<file path="config.mk">
export PLATFORM = sky130hd
export DESIGN_NAME = lrmt_ctrl
export DESIGN_NICKNAME = d
export VERILOG_FILES = /design/src/sv/lrmt_pkg.sv /design/src/sv/lrmt_ctrl.sv
export SDC_FILE = /design/constraint.sdc
export NUM_CORES = 1
export LEC_CHECK = 0
export BUFFER_PORTS_ARGS = -buffer_cell sky130_fd_sc_hd__buf_4
export CORE_AREA = 4 4 41 43
export CTS_BUF_LIST = sky130_fd_sc_hd__clkbuf_4
export CTS_CLUSTER_DIAMETER = 40
export DETAILED_ROUTE_END_ITERATION = 8
export DIE_AREA = 0 0 45 47
export PLACE_DENSITY = 0.85
export SLEW_MARGIN = 20
export SYNTH_ARGS = -nofsm -noshare
export SYNTH_HDL_FRONTEND = slang
export SYNTH_SLANG_ARGS = --single-unit
</file>
<file path="constraint.sdc">
create_clock -name clk_i -period 2.2 [get_ports clk_i]
set_input_delay 0.22 -clock clk_i [delete_from_list [all_inputs] [get_ports clk_i]]
set_output_delay 0.22 -clock clk_i [all_outputs]
set_load 0.02 [all_outputs]
</file>
<file path="src/sv/lrmt_pkg.sv">
// Shared types and constants for the lazy range-add / range-min tree unit.
`timescale 1ns / 1ps
package lrmt_pkg;

  localparam int DATA_W  = 32;
  localparam int INDEX_W = 10;
  localparam int COUNT_W = 11;
  localparam int KIND_W  = 2;

  localparam logic [DATA_W-1:0] TOP_VALUE = 32'h7FFF_FFFF;

  typedef enum logic [1:0] {
    OP_LOAD,
    OP_BUILD,
    OP_ADD,
    OP_QUERY
  } op_e;

  // read address select for the node stores
  typedef enum logic [1:0] {
    AS_NODE,
    AS_LEFT,
    AS_RIGHT
  } asel_e;

  // tree-minimum write source
  typedef enum logic [1:0] {
    TW_PUSH,
    TW_MIN,
    TW_ELEM,
    TW_CLR
  } tw_e;

  // pending-add write source
  typedef enum logic [1:0] {
    PW_PUSH,
    PW_LEFT,
    PW_RIGHT,
    PW_CLR
  } pw_e;

  typedef enum logic [3:0] {
    S_RCLR,
    S_IDLE,
    S_BCLR,
    S_ENTER,
    S_PUSH,
    S_CL,
    S_CR,
    S_DOWN,
    S_LEAFW,
    S_RET,
    S_RC0,
    S_RC1,
    S_RC2,
    S_OUT
  } state_e;

  typedef struct packed {
    logic  take;
    logic  root;
    logic  clr_step;
    logic  descend;
    logic  sib;
    logic  up;
    logic  push;
    logic  lat_left;
    logic  emit;
    logic  tree_we;
    tw_e   tw_sel;
    logic  pend_we;
    pw_e   pw_sel;
    asel_e ta_sel;
    asel_e pa_sel;
  } cmd_t;

  typedef struct packed {
    op_e  op;
    logic leaf;
    logic disjoint;
    logic full;
    logic top_level;
    logic is_left;
    logic add_nz;
    logic clr_done;
    logic out_free;
  } st_t;

endpackage

</file>
<file path="src/sv/lrmt_ctrl.sv">
// Sequencer for clear sweeps and the explicit tree walk.
`timescale 1ns / 1ps
module lrmt_ctrl (
  input  logic             clk_i,
  input  logic             rst_ni,
  input  logic             req_valid_i,
  input  lrmt_pkg::op_e    req_kind_i,
  input  lrmt_pkg::st_t    st_i,
  output logic             req_ready_o,
  output lrmt_pkg::cmd_t   cmd_o
);
  lrmt_pkg::state_e state_q, state_d;
  logic             stop_here;

  // after the push-down a node either ends its visit or splits
  assign stop_here = st_i.disjoint | st_i.full;

  always_ff @(posedge clk_i or negedge rst_ni) begin
    if (!rst_ni) begin
      state_q <= lrmt_pkg::S_RCLR;
    end else begin
      state_q <= state_d;
    end
  end

  always_comb begin
    state_d = state_q;
    case (state_q)
      lrmt_pkg::S_RCLR: begin
        if (st_i.clr_done) state_d = lrmt_pkg::S_IDLE;
      end
      lrmt_pkg::S_IDLE: begin
        if (req_valid_i) begin
          case (req_kind_i)
            lrmt_pkg::OP_LOAD:  state_d = lrmt_pkg::S_IDLE;
            lrmt_pkg::OP_BUILD: state_d = lrmt_pkg::S_BCLR;
            default:            state_d = lrmt_pkg::S_ENTER;
          endcase
        end
      end
      lrmt_pkg::S_BCLR: begin
        if (st_i.clr_done) state_d = lrmt_pkg::S_ENTER;
      end
      lrmt_pkg::S_ENTER: begin
        if (st_i.op == lrmt_pkg::OP_BUILD) begin
          state_d = st_i.leaf ? lrmt_pkg::S_LEAFW : lrmt_pkg::S_DOWN;
        end else begin
          state_d = lrmt_pkg::S_PUSH;
        end
      end
      lrmt_pkg::S_PUSH: begin
        if (!st_i.leaf && st_i.add_nz) state_d = lrmt_pkg::S_CL;
        else state_d = stop_here ? lrmt_pkg::S_RET : lrmt_pkg::S_DOWN;
      end
      lrmt_pkg::S_CL: state_d = lrmt_pkg::S_CR;
      lrmt_pkg::S_CR: state_d = stop_here ? lrmt_pkg::S_RET : lrmt_pkg::S_DOWN;
      lrmt_pkg::S_DOWN: state_d = lrmt_pkg::S_ENTER;
      lrmt_pkg::S_LEAFW: state_d = lrmt_pkg::S_RET;
      lrmt_pkg::S_RET: begin
        if (st_i.top_level) begin
          state_d = (st_i.op == lrmt_pkg::OP_QUERY) ? lrmt_pkg::S_OUT : lrmt_pkg::S_IDLE;
        end else if (st_i.is_left) begin
          state_d = lrmt_pkg::S_ENTER;
        end else begin
          state_d = (st_i.op == lrmt_pkg::OP_QUERY) ? lrmt_pkg::S_RET : lrmt_pkg::S_RC0;
        end
      end
      lrmt_pkg::S_RC0: state_d = lrmt_pkg::S_RC1;
      lrmt_pkg::S_RC1: state_d = lrmt_pkg::S_RC2;
      lrmt_pkg::S_RC2: state_d = lrmt_pkg::S_RET;
      lrmt_pkg::S_OUT: begin
        if (st_i.out_free) state_d = lrmt_pkg::S_IDLE;
      end
      default: state_d = lrmt_pkg::S_RCLR;
    endcase
  end

  always_comb begin
    cmd_o        = '0;
    cmd_o.ta_sel = lrmt_pkg::AS_NODE;
    cmd_o.pa_sel = lrmt_pkg::AS_NODE;
    cmd_o.tw_sel = lrmt_pkg::TW_CLR;
    cmd_o.pw_sel = lrmt_pkg::PW_CLR;
    req_ready_o  = 1'b0;
    case (state_q)
      lrmt_pkg::S_RCLR: begin
        cmd_o.clr_step = 1'b1;
        cmd_o.tree_we  = 1'b1;
        cmd_o.pend_we  = 1'b1;
      end
      lrmt_pkg::S_IDLE: begin
        req_ready_o = 1'b1;
        cmd_o.take  = req_valid_i;
      end
      lrmt_pkg::S_BCLR: begin
        cmd_o.clr_step = 1'b1;
        cmd_o.tree_we  = 1'b1;
        cmd_o.pend_we  = 1'b1;
        cmd_o.root     = st_i.clr_done;
      end
      lrmt_pkg::S_PUSH: begin
        cmd_o.push    = 1'b1;
        cmd_o.tree_we = 1'b1;
        cmd_o.tw_sel  = lrmt_pkg::TW_PUSH;
        cmd_o.pend_we = 1'b1;
        cmd_o.pw_sel  = lrmt_pkg::PW_PUSH;
        cmd_o.pa_sel  = lrmt_pkg::AS_LEFT;
      end
      lrmt_pkg::S_CL: begin
        cmd_o.pend_we = 1'b1;
        cmd_o.pw_sel  = lrmt_pkg::PW_LEFT;
        cmd_o.pa_sel  = lrmt_pkg::AS_RIGHT;
      end
      lrmt_pkg::S_CR: begin
        cmd_o.pend_we = 1'b1;
        cmd_o.pw_sel  = lrmt_pkg::PW_RIGHT;
      end
      lrmt_pkg::S_DOWN: cmd_o.descend = 1'b1;
      lrmt_pkg::S_LEAFW: begin
        cmd_o.tree_we = 1'b1;
        cmd_o.tw_sel  = lrmt_pkg::TW_ELEM;
      end
      lrmt_pkg::S_RET: begin
        if (!st_i.top_level) begin
          cmd_o.sib = st_i.is_left;
          cmd_o.up  = !st_i.is_left;
        end
      end
      lrmt_pkg::S_RC0: cmd_o.ta_sel = lrmt_pkg::AS_LEFT;
      lrmt_pkg::S_RC1: begin
        cmd_o.ta_sel   = lrmt_pkg::AS_RIGHT;
        cmd_o.lat_left = 1'b1;
      end
      lrmt_pkg::S_RC2: begin
        cmd_o.tree_we = 1'b1;
        cmd_o.tw_sel  = lrmt_pkg::TW_MIN;
      end
      lrmt_pkg::S_OUT: cmd_o.emit = st_i.out_free;
      default: cmd_o.take = 1'b0;
    endcase
  end
endmodule

</file>
==> run metrics <==
status=completed; Synthesis Warnings=0; Die ar.=2120 µm²; CP peak stage delay=0.55 ns; Crit Path Max Fanout=18; RePlAce Congestion=0.947; first-pass GRT wire length=3.20 mm; r2r endpoint=state_q[0]; CTS tree=built; detailed-route wire length per cell=13.6 µm; Final setup viols=0; Rel. slew slack=67.0%; Hold Path Class=in -> reg; via count=834; Reg2Reg Depth=5; # Post-CTS Setup Buffers=0; htree depth=1; fraction of layout instances using a drive strength above 1=35.1%; Mapped Nets=113; initial antenna violation count=0; CTS Buf Count=3; hold path depth=3; hpwl dp=1.63 mm; Final Hold Fails=0; Yosys reg bits=4; fin cells=146; arrival time at the worst endpoint=1.74 ns; antenna viol nets, final=0; Residual DRC=0; Nets=148; r2r setup slk=0.56 ns; synthesized cell area=632 µm²; worst reg2reg startpoint=state_q[3]; chip height=47 µm; GR Overflow Total=0; Startpoint Class=flip-flop; worst slew pin tran=0.495 ns; Die Wd=45 µm; DR iter-0 viols=18; Initial Util=48.6%; biggest regs=state_q (4); Max VDD drop=0.916 mV; Clk Latency, worst-skew pair=0.23 ns; slowest cell on the critical path=dfrtp_1; hold path start=st_i[9]; Hold Path Sink=state_q[1]; power density over the cells=1270 nW/µm²; vias in the first global route=769; distinct cell type count after synthesis=34; Critical Path RT=1.98 ns; CTS resizes=0; largest net degree at the start of global routing=19; # diodes=0; max-slew violations=0; Syn Inst Count=98; Clock Tree Root=clkbuf_4; WS Path Type=reg -> out; CTS max path bufs=2; drt via density=5.71; fillers=124; DRT Wirelength=1.99 mm; DRT Pass-1 Iters=4; number of flip-flops in the largest register=4; Area Growth Syn to Fin=44.4%; largest register by flop count=state_q; clock slew at reported path FFs=0.04 ns; CORE AREA=1300 µm²; Sinks on Clock Net=4; Port Buffers=34; fmax=511 MHz; period utilization=89.0%; gr usage total=20.1%; RSZ-0062 raised after global routing=false; CP Cell Sequence=nand2b_1, nor4_1, buf_4; Final Skew=0.00454 ns; sequential fraction of the synthesis area=15.8%; CTS Hold Bufs=1; I/O pin count=35; post-layout min period=1.96 ns; Worst setup EP type=primary output; placed cells=142; Final Util=70.1%; Core Rows=13; leakage=0.420 nW; Max Cap Viol=0; Syn Area/Cell=6.45 µm²; Sum Neg Setup Slack=0 ns
[final cells by class]
cell class,instances,area (µm²),area share [%]
timing repair buffer,37,280,30.7
multi-input combinational,84,479,52.5
tap,15,18.8,2.06
clock buffer,3,22.5,2.47
inverter,3,11.3,1.23
sequential,4,100,11.0
[through the flow]
stage	hold slack, ns	power, mW	setup WS [ns]	cell area (µm²)
4_1_cts	0.314	1.16	0.264	912
2_1_floorplan	-0.0756	0.797	0.511	632
5_1_grt	0.326	1.26	0.0557	912
3_5_place_dp	0.0174	1.07	0.516	880
3_3_place_gp	0.0166	1.05	0.538	880
6_report	0.324	1.16	0.243	912
[how the worst max path moves through the flow]
stage | endpoint | startpoint | cells past startpoint
5_1_grt | cmd_o[13] | state_q[3] | 3
3_3_place_gp | cmd_o[13] | state_q[3] | 3
4_1_cts | cmd_o[13] | state_q[3] | 3
2_1_floorplan | state_q[3] | state_q[2] | 4
6_report | cmd_o[13] | state_q[1] | 3
3_5_place_dp | cmd_o[6] | state_q[3] | 4
[layer usage]
metal  up-vias  part of all wire (%)  track usage [%]  routed length, µm
met5         -                     0                0                  0
met4         0                  0.50             3.51                 10
met3         2                   8.8             6.13                175
met2        33                    52             36.4               1030
met1       382                    39             23.6                775
li1        417                     -                -                  -
[layout by cell type, fill, tap and decap left out]
| cell type | instances |
|---|---|
| a21oi_1 | 5 |
| clkbuf_4 | 3 |
| inv_1 | 3 |
| and2_1 | 2 |
| nand2b_2 | 1 |
| nand4_1 | 1 |
| nor4bb_1 | 1 |
| dlygate4sd3_1 | 1 |
| nor2_1 | 15 |
| nand2b_1 | 3 |
| dfrtp_1 | 4 |
| nand3b_1 | 1 |
| o221ai_1 | 1 |
| and3_1 | 2 |
| nand3_1 | 6 |
| o211ai_1 | 1 |
| buf_4 | 36 |
| nor3b_1 | 1 |
| nand2_1 | 11 |
| nor2b_1 | 6 |
| nor4_1 | 1 |
| o311ai_1 | 1 |
| o2111ai_1 | 1 |
| mux2i_1 | 1 |
| nor3_2 | 3 |
| a31oi_1 | 3 |
| o22ai_1 | 2 |
| o31ai_1 | 2 |
| a21o_1 | 1 |
| o31a_1 | 1 |
| or2_2 | 2 |
| or2_4 | 1 |
| o21ai_0 | 7 |
| or3_1 | 1 |
[power breakdown]
| part | internal [mW] | total [mW] | switching (mW) |
|---|---|---|---|
| clock network | 0.0608 | 0.0884 | 0.0276 |
| logic | 0.376 | 0.870 | 0.494 |
| registers | 0.108 | 0.199 | 0.0911 |
[cell usage after synthesis]
| library cell | count | area share [%] |
|---|---|---|
| nor2_1 | 15 | 8.9 |
| nand2_1 | 11 | 6.5 |
| o21ai_0 | 7 | 5.5 |
| nand3_1 | 6 | 4.8 |
| nor2b_1 | 6 | 5.9 |
| a21oi_1 | 5 | 4.0 |
| dfrtp_1 | 4 | 16 |
| a31oi_1 | 3 | 3.0 |
| buf_2 | 3 | 2.4 |
| buf_4 | 3 | 3.6 |
| inv_1 | 3 | 1.8 |
| nand2b_1 | 3 | 3.0 |
| nor3_2 | 3 | 4.8 |
| and2_1 | 2 | 2.0 |
| and3_1 | 2 | 2.0 |
| o22ai_1 | 2 | 2.0 |
| o31ai_1 | 2 | 2.4 |
| or2_2 | 2 | 2.0 |
| a21o_1 | 1 | 1.2 |
| clkbuf_1 | 1 | 0.59 |
| mux2i_1 | 1 | 1.6 |
| nand2b_2 | 1 | 1.4 |
| nand3b_1 | 1 | 1.2 |
| nand4_1 | 1 | 0.99 |
| nor3b_1 | 1 | 1.2 |
| nor4_1 | 1 | 0.99 |
| nor4bb_1 | 1 | 1.6 |
| o2111ai_1 | 1 | 1.4 |
| o211ai_1 | 1 | 1.2 |
| o221ai_1 | 1 | 1.4 |
| o311ai_1 | 1 | 1.4 |
| o31a_1 | 1 | 1.4 |
| or2_4 | 1 | 1.4 |
| or3_1 | 1 | 0.99 |
[logic make-up (layout without fill, tap and decap cells)]
group,count (synthesis),after routing,synth area share [%]
AO/OA/AOI/OAI,25,25,24.8
buffers and inverters,10,43,8.32
flip-flops,4,4,15.8
multiplexers,1,1,1.58
AND/OR/NAND/NOR,58,58,49.5
[worst max-delay path, delay by kind of cell, from the launching register on]
kind	cells	cell delay [ns]
AND/OR/NAND/NOR	2	0.72
buffers and inverters	1	0.23
flip-flops	1	0.55
(Power assumes the default switching activity.)
